<file path="src/sv/stbi_pkg.sv">
package stbi_pkg;

  localparam int unsigned DEPTH    = 64;
  localparam int unsigned KEY_BITS = 32;
  localparam int unsigned IDX_BITS = $clog2(DEPTH);
  localparam int unsigned CNT_BITS = $clog2(DEPTH + 1);

  // Configuration register indexes (word address bit 2 and up)
  localparam logic REG_KEEP_DUP = 1'b0;

  typedef enum logic [1:0] {
    CMD_INSERT = 2'd0,
    CMD_FIND   = 2'd1,
    CMD_CLEAR  = 2'd2
  } cmd_e;

  typedef enum logic [2:0] {
    ST_IDLE,
    ST_PROBE,
    ST_COMPARE,
    ST_SHIFT,
    ST_PUT,
    ST_DONE
  } state_e;

  // Commands from the controller to the datapath
  typedef struct packed {
    logic start;
    logic clear;
    logic probe_rd;
    logic probe_cmp;
    logic shift_init;
    logic shift_step;
    logic put;
    logic set_full;
    logic out_load;
  } stbi_ctrl_t;

  // Status from the datapath to the controller
  typedef struct packed {
    logic search_open;
    logic found;
    logic table_full;
    logic shift_last;
  } stbi_stat_t;

endpackage

</file>
<file path="src/sv/stbi_datapath.sv">
module stbi_datapath (
  input  logic                                clk_i,
  input  logic                                rst_ni,
  input  logic [stbi_pkg::KEY_BITS-1:0]       key_i,
  input  stbi_pkg::stbi_ctrl_t                ctrl_i,
  output stbi_pkg::stbi_stat_t                stat_o,
  output logic                                found_o,
  output logic                                inserted_o,
  output logic [stbi_pkg::CNT_BITS-1:0]       location_o,
  output logic [stbi_pkg::CNT_BITS-1:0]       entry_total_o,
  output logic                                table_full_o
);
  import stbi_pkg::*;

  logic [KEY_BITS-1:0] mem [DEPTH];
  logic [KEY_BITS-1:0] rd_data_q;
  logic [KEY_BITS-1:0] key_q;

  logic [CNT_BITS-1:0] count_q, count_d;
  logic [CNT_BITS-1:0] left_q, hi_q, sh_q;
  logic [IDX_BITS-1:0] wr_idx_q;
  logic                pend_q, pend_d;
  logic                found_q, inserted_q, full_q;

  logic [CNT_BITS:0]   mid_sum;
  logic [CNT_BITS-1:0] mid;
  logic [CNT_BITS-1:0] sh_dec;
  logic                shift_last;

  logic                rd_en, wr_en;
  logic [IDX_BITS-1:0] rd_addr, wr_addr;
  logic [KEY_BITS-1:0] wr_data;

  // middle = (left + right) / 2 with right = hi - 1; left < hi while searching
  assign mid_sum    = {1'b0, left_q} + {1'b0, hi_q} - {{CNT_BITS{1'b0}}, 1'b1};
  assign mid        = mid_sum[CNT_BITS:1];
  assign sh_dec     = sh_q - {{(CNT_BITS-1){1'b0}}, 1'b1};
  assign shift_last = (sh_q == left_q);

  assign stat_o.search_open = (left_q < hi_q);
  assign stat_o.found       = found_q;
  assign stat_o.table_full  = (count_q == CNT_BITS'(DEPTH));
  assign stat_o.shift_last  = shift_last;

  // Memory ports: one read, one write per cycle
  assign rd_en   = ctrl_i.probe_rd | (ctrl_i.shift_step & ~shift_last);
  assign rd_addr = ctrl_i.probe_rd ? mid[IDX_BITS-1:0] : sh_dec[IDX_BITS-1:0];
  assign wr_en   = ctrl_i.put | (ctrl_i.shift_step & pend_q);
  assign wr_addr = ctrl_i.put ? left_q[IDX_BITS-1:0] : wr_idx_q;
  assign wr_data = ctrl_i.put ? key_q : rd_data_q;

  always_ff @(posedge clk_i) begin
    if (wr_en) begin
      mem[wr_addr] <= wr_data;
    end
  end

  always_ff @(posedge clk_i) begin
    if (rd_en) begin
      rd_data_q <= mem[rd_addr];
    end
  end

  always_comb begin
    count_d = count_q;
    pend_d  = pend_q;
    if (ctrl_i.clear) begin
      count_d = '0;
    end else if (ctrl_i.put) begin
      count_d = count_q + {{(CNT_BITS-1){1'b0}}, 1'b1};
    end
    if (ctrl_i.shift_init) begin
      pend_d = 1'b0;
    end else if (ctrl_i.shift_step) begin
      pend_d = ~shift_last;
    end
  end

  always_ff @(posedge clk_i or negedge rst_ni) begin
    if (!rst_ni) begin
      count_q <= '0;
      pend_q  <= 1'b0;
    end else begin
      count_q <= count_d;
      pend_q  <= pend_d;
    end
  end

  // Search window, shift pointer and result flags
  always_ff @(posedge clk_i) begin
    if (ctrl_i.start) begin
      key_q      <= key_i;
      left_q     <= '0;
      hi_q       <= count_q;
      found_q    <= 1'b0;
      inserted_q <= 1'b0;
      full_q     <= 1'b0;
    end else begin
      if (ctrl_i.probe_cmp) begin
        if (rd_data_q < key_q) begin
          left_q <= mid + {{(CNT_BITS-1){1'b0}}, 1'b1};
        end else if (rd_data_q > key_q) begin
          hi_q <= mid;
        end else begin
          found_q <= 1'b1;
          left_q  <= mid;
          hi_q    <= mid;
        end
      end
      if (ctrl_i.set_full) begin
        full_q <= 1'b1;
      end
      if (ctrl_i.put) begin
        inserted_q <= 1'b1;
      end
    end
    if (ctrl_i.shift_init) begin
      sh_q <= count_q;
    end else if (ctrl_i.shift_step && !shift_last) begin
      wr_idx_q <= sh_q[IDX_BITS-1:0];
      sh_q     <= sh_dec;
    end
  end

  // Result holding register
  always_ff @(posedge clk_i) begin
    if (ctrl_i.out_load) begin
      found_o       <= found_q;
      inserted_o    <= inserted_q;
      location_o    <= left_q;
      entry_total_o <= count_q;
      table_full_o  <= full_q;
    end
  end

`ifndef NO_ASSERTIONS
  a_count_bound: assert property (@(posedge clk_i) disable iff (!rst_ni)
    count_q <= CNT_BITS'(DEPTH))
    else $error("entry count above depth");

  a_put_room: assert property (@(posedge clk_i) disable iff (!rst_ni)
    ctrl_i.put |-> (count_q < CNT_BITS'(DEPTH)) && (left_q <= count_q))
    else $error("insert without room or past the end");

  a_probe_range: assert property (@(posedge clk_i) disable iff (!rst_ni)
    ctrl_i.probe_rd |-> (mid < count_q) && (left_q < hi_q))
    else $error("probe outside the held entries");
`endif

endmodule

</file>
<file path="src/sv/stbi_controller.sv">
module stbi_controller (
  input  logic                 clk_i,
  input  logic                 rst_ni,
  input  logic                 in_valid_i,
  output logic                 in_ready_o,
  input  stbi_pkg::cmd_e       cmd_i,
  input  logic                 keep_dup_i,
  output logic                 out_valid_o,
  input  logic                 out_ready_i,
  input  stbi_pkg::stbi_stat_t stat_i,
  output stbi_pkg::stbi_ctrl_t ctrl_o
);
  import stbi_pkg::*;

  state_e state_q, state_d;
  cmd_e   cmd_q;
  logic   out_valid_q, out_valid_d;
  logic   accept;

  assign in_ready_o  = (state_q == ST_IDLE);
  assign accept      = in_valid_i & in_ready_o;
  assign out_valid_o = out_valid_q;

  always_ff @(posedge clk_i or negedge rst_ni) begin
    if (!rst_ni) begin
      state_q     <= ST_IDLE;
      out_valid_q <= 1'b0;
    end else begin
      state_q     <= state_d;
      out_valid_q <= out_valid_d;
    end
  end

  always_ff @(posedge clk_i) begin
    if (accept) begin
      cmd_q <= cmd_i;
    end
  end

  always_comb begin
    state_d     = state_q;
    ctrl_o      = '0;
    out_valid_d = out_valid_q & ~out_ready_i;
    unique case (state_q)
      ST_IDLE: begin
        if (accept) begin
          ctrl_o.start = 1'b1;
          unique case (cmd_i)
            CMD_INSERT, CMD_FIND: state_d = ST_PROBE;
            CMD_CLEAR: begin
              ctrl_o.clear = 1'b1;
              state_d      = ST_DONE;
            end
            default: state_d = ST_DONE;
          endcase
        end
      end
      ST_PROBE: begin
        if (stat_i.search_open) begin
          ctrl_o.probe_rd = 1'b1;
          state_d         = ST_COMPARE;
        end else if (cmd_q != CMD_INSERT) begin
          state_d = ST_DONE;
        end else if (stat_i.found && !keep_dup_i) begin
          state_d = ST_DONE;
        end else if (stat_i.table_full) begin
          ctrl_o.set_full = 1'b1;
          state_d         = ST_DONE;
        end else begin
          ctrl_o.shift_init = 1'b1;
          state_d           = ST_SHIFT;
        end
      end
      ST_COMPARE: begin
        ctrl_o.probe_cmp = 1'b1;
        state_d          = ST_PROBE;
      end
      ST_SHIFT: begin
        ctrl_o.shift_step = 1'b1;
        if (stat_i.shift_last) begin
          state_d = ST_PUT;
        end
      end
      ST_PUT: begin
        ctrl_o.put = 1'b1;
        state_d    = ST_DONE;
      end
      ST_DONE: begin
        if (!out_valid_q || out_ready_i) begin
          ctrl_o.out_load = 1'b1;
          out_valid_d     = 1'b1;
          state_d         = ST_IDLE;
        end
      end
      default: state_d = ST_IDLE;
    endcase
  end

endmodule

</file>
<file path="src/sv/sorted_table_binary_insert_unit.sv">
// Sorted key table with halving search and ordered insert.
// Input channel (s_axis_*): tuser[1:0] carries the command (insert, find,
// clear), tdata[31:0] the key. Output channel (m_axis_*): one result
// transaction per command with found, inserted, location, entry total and
// table-full flag. The APB port holds keep_duplicate_keys at address 0.
// A find makes one probe per halving step (at most 7 for 64 entries), each
// probe being a memory read followed by a compare, and then loads its
// result. An insert that stores its key next moves later keys up one place
// per cycle through the key memory (one read and one write a cycle), then
// writes the new key. A clear or an unused command goes straight to loading
// its result. One command is in work at a time and the next is accepted in
// the cycle after the result is loaded; input is ready only while the
// controller is idle, but a finished result sits in an output register, so
// the next command is accepted while the receiver stalls. A stalled receiver
// holds the block in its final step until the register drains.
// Reset empties the table (count to zero) and clears keep_duplicate_keys;
// memory contents are left as they are and only entries below the count
// are ever read.
module sorted_table_binary_insert_unit (
  input  logic        clk_i,
  input  logic        rst_ni,
  // input stream
  input  logic        s_axis_tvalid,
  output logic        s_axis_tready,
  input  logic [31:0] s_axis_tdata,   // [31:0] key
  input  logic [1:0]  s_axis_tuser,   // [1:0] cmd
  // output stream
  output logic        m_axis_tvalid,
  input  logic        m_axis_tready,
  output logic [23:0] m_axis_tdata,   // [0] found, [1] inserted, [8:2] location,
                                      // [15:9] entry_total, [16] table_full
  // configuration
  input  logic        psel,
  input  logic        penable,
  input  logic        pwrite,
  input  logic [2:0]  paddr,
  input  logic [31:0] pwdata,
  output logic [31:0] prdata,
  output logic        pready
);
  import stbi_pkg::*;

  stbi_ctrl_t          ctrl;
  stbi_stat_t          stat;
  logic                keep_dup_q;
  logic                cfg_wr;
  logic                found, inserted, table_full;
  logic [CNT_BITS-1:0] location, entry_total;

  // APB: always ready, single register at word index 0
  assign pready = 1'b1;
  assign cfg_wr = psel & penable & pwrite & pready;

  always_ff @(posedge clk_i or negedge rst_ni) begin
    if (!rst_ni) begin
      keep_dup_q <= 1'b0;
    end else if (cfg_wr && paddr[2] == REG_KEEP_DUP) begin
      keep_dup_q <= pwdata[0];
    end
  end

  always_comb begin
    prdata = '0;
    if (paddr[2] == REG_KEEP_DUP) begin
      prdata[0] = keep_dup_q;
    end
  end

  stbi_controller u_ctrl (
    .clk_i       (clk_i),
    .rst_ni      (rst_ni),
    .in_valid_i  (s_axis_tvalid),
    .in_ready_o  (s_axis_tready),
    .cmd_i       (cmd_e'(s_axis_tuser)),
    .keep_dup_i  (keep_dup_q),
    .out_valid_o (m_axis_tvalid),
    .out_ready_i (m_axis_tready),
    .stat_i      (stat),
    .ctrl_o      (ctrl)
  );

  stbi_datapath u_dp (
    .clk_i         (clk_i),
    .rst_ni        (rst_ni),
    .key_i         (s_axis_tdata[KEY_BITS-1:0]),
    .ctrl_i        (ctrl),
    .stat_o        (stat),
    .found_o       (found),
    .inserted_o    (inserted),
    .location_o    (location),
    .entry_total_o (entry_total),
    .table_full_o  (table_full)
  );

  // Pack result fields, low bit first, zero-fill to three bytes
  assign m_axis_tdata = {7'b0, table_full, entry_total, location, inserted, found};

endmodule
</file>
<file path="config.mk">
export PLATFORM = sky130hd
export DESIGN_NAME = sorted_table_binary_insert_unit
export DESIGN_NICKNAME = d
export VERILOG_FILES = /design/src/sv/stbi_pkg.sv /design/src/sv/stbi_datapath.sv /design/src/sv/stbi_controller.sv /design/src/sv/sorted_table_binary_insert_unit.sv
export SDC_FILE = /design/constraint.sdc
export NUM_CORES = 2
export LEC_CHECK = 0
export ABC_AREA = 1
export BUFFER_PORTS_ARGS = -buffer_cell sky130_fd_sc_hd__buf_4
export CORE_ASPECT_RATIO = 0.9
export CORE_MARGIN = 8
export CORE_UTILIZATION = 50
export CTS_BUF_LIST = sky130_fd_sc_hd__clkbuf_16
export DETAILED_ROUTE_END_ITERATION = 8
export PLACE_DENSITY = 0.66
export SLEW_MARGIN = 30
export SYNTH_ARGS = -nofsm -noshare
export SYNTH_HDL_FRONTEND = slang
export SYNTH_SLANG_ARGS = --single-unit
</file>
<file path="constraint.sdc">
create_clock -name clk_i -period 5.3 [get_ports clk_i]
set_clock_uncertainty 0.05 [all_clocks]
set_input_delay 1.06 -clock clk_i [delete_from_list [all_inputs] [get_ports clk_i]]
set_output_delay 1.06 -clock clk_i [all_outputs]
set_load 0.1 [all_outputs]
</file>
## Word-level counts from Yosys, hierarchy flattened

Memories as Yosys holds them, arrays and structs flattened. A register that Yosys moved wholly into a read port is not among the register bits.
Cells that the tools add are included.

| storage, ports and cells | value |
|---|---|
| memory bits (writable) | 2048 |
| output and inout port bits | 59 |
| memories | 1 |
| logic and storage cells | 124 |
| bits of input ports | 76 |
| register bits | 94 |

Memory list:

| name | depth | width | read ports | clocked after Yosys merged registers in | write ports | line | source |
|---|---|---|---|---|---|---|---|
| u_dp.mem | 64 | 32 | 1 | 1 | 1 | stbi_datapath.sv:15 | `logic [KEY_BITS-1:0] mem [DEPTH];` |

| cells by class | value |
|---|---|
| muxes and demuxes | 48 |
| reduce and logical (&&, ||, !) cells | 20 |
| bitwise operators | 14 |
| $add $sub $neg | 5 |
| $lt $le $gt $ge | 3 |
| equality and inequality tests | 14 |

Operators by type and width:

| cell | number |
|---|---|
| $mux 7 | 9 |
| $gt 32x32->1 | 1 |
| $lt 32x32->1 | 1 |
| $mux 32 | 1 |
| $mux 1 | 25 |
| $mux 3 | 8 |
| $pmux 3 s6 | 1 |
| $add 7x1->7 const B | 2 |
| $mux 6 | 2 |
| $reduce_bool 2->1 | 5 |
| $add 7x7->8 | 1 |
| $sub 8x1->8 const B | 1 |
| $eq 7x7->1 | 1 |
| $eq 7x7->1 const B | 1 |
| $lt 7x7->1 | 1 |
| $sub 7x1->7 const B | 1 |
| $and 1x1->1 | 6 |
| $eq 3x2->1 const B | 2 |
| $eq 3x3->1 const B | 2 |
| $ne 2x1->1 const B | 3 |
| $not 1->1 | 6 |
| $reduce_and 2->1 | 3 |
| $reduce_and 3->1 | 2 |
| $mux 2 | 2 |
| other kinds (11) | 17 |

## Longest topological paths before layout

| logic depth | value |
|---|---|
| depth after elaboration | 8 |
| gate-level depth with buffers | 20 |

## Hierarchy

From an unflattened synthesis, not the netlist that was laid out.

| second synthesis, totals | value |
|---|---|
| cells, all modules | 7177 |
| area total of the unflattened synthesis | 87974.4 µm² |

By module, submodules not included:

| module | cells each | instances | seq. area each (µm²) | area each (µm²) |
|---|---|---|---|---|
| stbi_datapath | 7062 | 1 | 64932.3 | 87163.6 |
| stbi_controller | 60 | 1 | 160.2 | 421.7 |
| sorted_table_binary_insert_unit | 55 | 1 | 25.0 | 389.1 |

## Least setup slack after synthesis

OpenSTA, ideal clock, no wires.

| timing | value |
|---|---|
| path type | reg2reg |
| start | register u_ctrl.state_q[1] |
| end | memory u_dp.mem[0][31], data pin |
| path slack | 0.726 ns |
| stages on the path, launching flop included | 8 |
| period minus slack after synthesis | 4.574 ns |
| data arrival time | 3.822 ns |
| required time | 4.548 ns |
| cells stage by stage | dfrtp_1 > nor2_1 > inv_2 > nor2_2 > inv_2 > clkbuf_1 > clkbuf_1 > o21ai_0 |

| on the way | value |
|---|---|
| cells in the longest elaborated chain, start to end | 3 |

RTL lines:

| what | line | source |
|---|---|---|
| start: declaration | stbi_controller.sv:15 | `state_e state_q, state_d;` |
| start signal: assignment | stbi_controller.sv:29 | `state_q <= state_d;` |
| $eq 3x3->1 | stbi_controller.sv:44 | `unique case (state_q)` |
| $mux 1 | stbi_controller.sv:44 |  |
| $mux 32 | stbi_datapath.sv:50 | `assign wr_data = ctrl_i.put ? key_q : rd_data_q;` |
| net u_dp.wr_data[31] | stbi_datapath.sv:32 | `logic [KEY_BITS-1:0] wr_data;` |
| end: declaration | stbi_datapath.sv:15 |  |

The timed path passes the listed nets, and every way through them passes these cells.

## Worst setup path after layout

| timing | value |
|---|---|
| start | register u_dp.left_q[1] |
| end | register u_dp.rd_data_q[25] (read register of u_dp.mem), data pin |

| on the way | value |
|---|---|
| cells in the longest elaborated chain, start to end | 4 |

RTL lines:

| what | line | source |
|---|---|---|
| start: declaration | stbi_datapath.sv:20 | `logic [CNT_BITS-1:0] left_q, hi_q, sh_q;` |
| start signal: assignment | stbi_datapath.sv:101 | `left_q <= mid + {{(CNT_BITS-1){1'b0}}, 1'b1};` |
| start signal: assignment | stbi_datapath.sv:106 | `left_q <= mid;` |
| branches (longest 4 deep; another with $add 7x7->8) | - |  |
| end: declaration | stbi_datapath.sv:16 | `logic [KEY_BITS-1:0] rd_data_q;` |

Parallel ways; which one is timed is not known.
A chain may end at the register's enable or synchronous reset.

==> impl_metrics.sql <==
INSERT INTO impl_metrics (metric_group, metric, value, unit) VALUES
('timing', 'setup-violations-final', '0', ''),
('global_routing', 'grt_start_max_net_pins', '163', ''),
('power_and_ir_drop', 'p_int', '40.2', 'mW'),
('timing', 'period_share', '83.3', '%'),
('placed_design', 'hpwl', '135000', 'um'),
('synth', 'ys_seq_elements', '2174', ''),
('worst_setup_path', 'path_class', 'reg -> reg', ''),
('layout', 'insertedDiodeCount', '0', ''),
('routing', 'detailedRoute.firstIterationViolations', '7481', ''),
('floorplanning', 'num_rows', '152', ''),
('floorplanning', 'die_height', '430', 'um'),
('clock_network', 'clockBufferDepth', '3', ''),
('worst_setup_path', 'rrSetupSlack', '0.89', 'ns'),
('timing', 'fmax', '227', 'MHz'),
('worst_setup_path', 'worst_r2r_startpoint', 'u_dp.left_q[1]', ''),
('power_and_ir_drop', 'power.sequential.fraction', '32.6', '%'),
('worst_setup_path', 'regToRegEndpoint', 'u_dp.rd_data_q[25]', ''),
('synth', 'asyncSetResetFlopFracSynth', '0.598', '%'),
('clock_network', 'cts_made_buffers', '209', ''),
('synth', 'yosys_warnings', '0', ''),
('clock_network', 'tritoncts', 'done', ''),
('global_routing', 'grt_first_pass_wirelength', '370000', 'um'),
('min_path', 'worst_hold_path.num_cells', '1', ''),
('timing', 'slew-limit-headroom', '32.7', '%'),
('global_routing', 'grt_pass1_vias', '60503', ''),
('timing', 'final-max-slew-violation-count', '0', ''),
('synth', 'netlist-cell-type-count', '42', ''),
('floorplanning', 'core', '190000', 'um2'),
('routing', 'dr.pass1.iters', '8', ''),
('floorplanning', 'die_w', '476', 'um'),
('power_and_ir_drop', 'net_sw_power', '32.1', 'mW'),
('global_routing', 'grt_antenna_before_repair', '1', ''),
('synth', 'synth-edff-count', '2151', ''),
('timing', 'worstMarginPinSlew', '1.01', 'ns'),
('worst_setup_path', 'setup.worst_path.start_class', 'flop', ''),
('timing', 'final_hold_viol_count', '0', ''),
('power_and_ir_drop', 'power-per-cell-area', '677', 'nW/um2'),
('clock_network', 'clkSlewWorstSetupHoldPaths', '0.06', 'ns'),
('min_path', 'hold_path_end', 'u_dp.key_q[14]', ''),
('layout', 'filler_cell_count', '15582', ''),
('synth', 'synth.yosys.seq_area_share', '68.3', '%'),
('floorplanning', 'die_area', '205000', 'um2'),
('clock_network', 'clock-sinks', '2174', ''),
('global_routing', 'grt.total_usage', '23.3', '%'),
('power_and_ir_drop', 'cellLeakagePower', '45.0', 'nW'),
('layout', 'regArea', '65100', 'um2'),
('synth', 'synthesis.instances', '9233', ''),
('clock_network', 'clock_insertion_delay_worst_skew', '0.83', 'ns'),
('synth', 'yosys-top-cells-area', 'sky130_fd_sc_hd__edfxtp_1 (68%), sky130_fd_sc_hd__nand2_1 (10%), sky130_fd_sc_hd__nand3_1 (9.8%)', ''),
('routing', 'vias', '64264', ''),
('synth', 'synth_top_flop_cell', 'sky130_fd_sc_hd__edfxtp_1', ''),
('synth', 'post_synth_most_frequent_cells', 'sky130_fd_sc_hd__nand2_1 (2538), sky130_fd_sc_hd__edfxtp_1 (2151), sky130_fd_sc_hd__nand3_1 (1877)', ''),
('synth', 'average_footprint_of_a_synthesized_cell', '10.3', 'um2'),
('routing', 'routed_wire_length_per_instance', '20.6', 'um'),
('worst_setup_path', 'worst-endpoint-required', '5.82', 'ns'),
('clock_network', 'cts.repair_timing.setup_buffer_count', '0', ''),
('power_and_ir_drop', 'clock_power_share', '19.9', '%'),
('power_and_ir_drop', 'switching_share', '44.4', '%'),
('clock_network', 'h-tree-depth', '4', ''),
('synth', 'synthesis.area', '95400', 'um2'),
('min_path', 'worstHoldPathType', 'in -> reg', ''),
('timing', 'setup-tns-final', '0', 'ns'),
('flow_run', 'max_cap_violations', '0', ''),
('layout', 'flow.area_growth_from_synthesis', '12.0', '%'),
('synth', 'synth_largest_type_area_fraction', '67.7', '%'),
('timing', 'setup_repair_after_global_routing_missed_its_margin', 'false', ''),
('min_path', 'hold_path.startpoint', 's_axis_tdata[14]', ''),
('status', 'status', 'finished clean', ''),
('global_routing', 'overflow', '0', ''),
('layout', 'finish.net_count', '9408', ''),
('timing', 'period_minus_slack', '4.41', 'ns');
[timing repair]
| item | CTS | global route |
|---|---|---|
| hold endpoints to repair | 13 | 0 |
| hold buffers | 1 | 0 |
| setup endpoints to repair | 0 | 0 |
[how the worst max path moves through the flow]
stage / endpoint / cells past startpoint / slack, ns / start
global placement: u_dp.rd_data_q[31] / 19 / 1.15 / u_dp.left_q[1]
CTS: u_dp.rd_data_q[30] / 17 / 1.06 / u_dp.left_q[1]
floorplan: u_dp.mem[0][31] / 7 / 0.73 / u_ctrl.state_q[1]
finish: u_dp.rd_data_q[25] / 19 / 0.89 / u_dp.left_q[1]
global route: u_dp.rd_data_q[21] / 19 / 0.73 / u_dp.left_q[1]
detailed placement: u_dp.rd_data_q[0] / 20 / 1.09 / u_dp.left_q[1]
[sequential cells by signal, indices dropped and copies added (netlist names), 3 cells and up]
signal and cells:
u_dp.mem 2048, u_dp.key_q 32, u_dp.rd_data_q 32, u_dp.count_q 7, u_dp.entry_total_o 7, u_dp.hi_q 7
u_dp.left_q 7, u_dp.location_o 7, u_dp.sh_q 7, u_dp.wr_idx_q 6, u_ctrl.state_q 3
[critical path, cell delays in order (launching register included)]
cell and delay (ns):
sky130_fd_sc_hd__dfxtp_1 0.32, sky130_fd_sc_hd__buf_4 0.18, sky130_fd_sc_hd__inv_1 0.09, sky130_fd_sc_hd__ha_1 0.29, sky130_fd_sc_hd__inv_1 0.07, sky130_fd_sc_hd__ha_1 0.15
sky130_fd_sc_hd__inv_1 0.06, sky130_fd_sc_hd__fa_1 0.41, sky130_fd_sc_hd__inv_1 0.07, sky130_fd_sc_hd__or2_2 0.10, sky130_fd_sc_hd__nand2_1 0.14, sky130_fd_sc_hd__inv_1 0.16
sky130_fd_sc_hd__nand2_1 0.10, sky130_fd_sc_hd__o21ai_4 0.21, sky130_fd_sc_hd__buf_12 0.44, sky130_fd_sc_hd__nand3_1 0.16, sky130_fd_sc_hd__nand3_1 0.11, sky130_fd_sc_hd__nand3_1 0.35
sky130_fd_sc_hd__nand3_1 0.37, sky130_fd_sc_hd__nand2_1 0.08
[final cells by class]
cell class                      instances  share of cell area, %
Timing Repair Buffer                  297                   2.87
Multi-Input combinational cell       4799                   20.7
Sequential cell                      2174                   60.9
Inverter                             1797                   6.33
Tap cell                             2541                   2.98
Clock inverter                        174                   1.13
Clock buffer                          214                   5.01
[cell usage in the layout (no fill, tap or decap), types with 6 or more instances in the layout]
master                      instances
sky130_fd_sc_hd__buf_4            232
sky130_fd_sc_hd__o21ai_4           37
sky130_fd_sc_hd__bufinv_16         15
sky130_fd_sc_hd__inv_6              6
sky130_fd_sc_hd__ha_1              53
sky130_fd_sc_hd__nor3_1            22
sky130_fd_sc_hd__conb_1            39
sky130_fd_sc_hd__a21oi_1           31
sky130_fd_sc_hd__nand3_1         1877
sky130_fd_sc_hd__dfxtp_1           10
sky130_fd_sc_hd__edfxtp_1        2151
sky130_fd_sc_hd__xor2_1             9
sky130_fd_sc_hd__nor2_4            61
sky130_fd_sc_hd__inv_2              6
sky130_fd_sc_hd__buf_12            59
sky130_fd_sc_hd__clkbuf_16        214
sky130_fd_sc_hd__or2_2              9
sky130_fd_sc_hd__nor2_1            33
sky130_fd_sc_hd__nand4_1           10
sky130_fd_sc_hd__o21ai_0           41
sky130_fd_sc_hd__clkinv_1          68
sky130_fd_sc_hd__clkinv_2          30
sky130_fd_sc_hd__dfrtp_1           13
sky130_fd_sc_hd__inv_1           1833
sky130_fd_sc_hd__nand2_1         2536
[kinds of logic after synthesis]
kind of cell / after synthesis / synth area share [%]
fa+ha+maj: 54 / 0.716
xor+xnor: 14 / 0.129
simple gates: 4569 / 20.6
flops: 2174 / 68.3
compound gates: 123 / 0.686
other cells: 2 / 0.00787
buf+inv: 2297 / 9.60
[power groups by stage]
stage | logic [mW] | clock network, mW | registers, mW
floorplan | 21.0 | 0 | 24.5
global placement | 32.9 | 0 | 23.9
detailed placement | 33.7 | 0 | 23.9
CTS | 33.8 | 14.6 | 23.6
global route | 37.3 | 15.2 | 23.6
finish | 34.4 | 14.4 | 23.6
[metrics by stage]
step / cell area, um2 / total power, mW / cells / util, % / worst slack [ns]
floorplan: 95500 / 45.5 / 9270 / - / 0.726
global placement: 100000 / 56.8 / 11602 / 52.7 / 1.15
detailed placement: 100000 / 57.6 / 11605 / 52.7 / 1.09
CTS: 107000 / 72.0 / 11994 / 56.2 / 1.06
global route: 107000 / 76.1 / 11996 / 56.2 / 0.726
finish: 107000 / 72.3 / 11996 / 56.2 / 0.887
[metal layers]
layer	wire length (um)	part of all wire (%)	vias to the layer above	global-route usage [%]
li1	-	-	30051	-
met1	104000	42	30909	33.0
met2	111000	45	2879	36.7
met3	24700	10	425	5.05
met4	6490	2.6	0	6.37
met5	0	0	-	0
(Power assumes the default switching activity.)
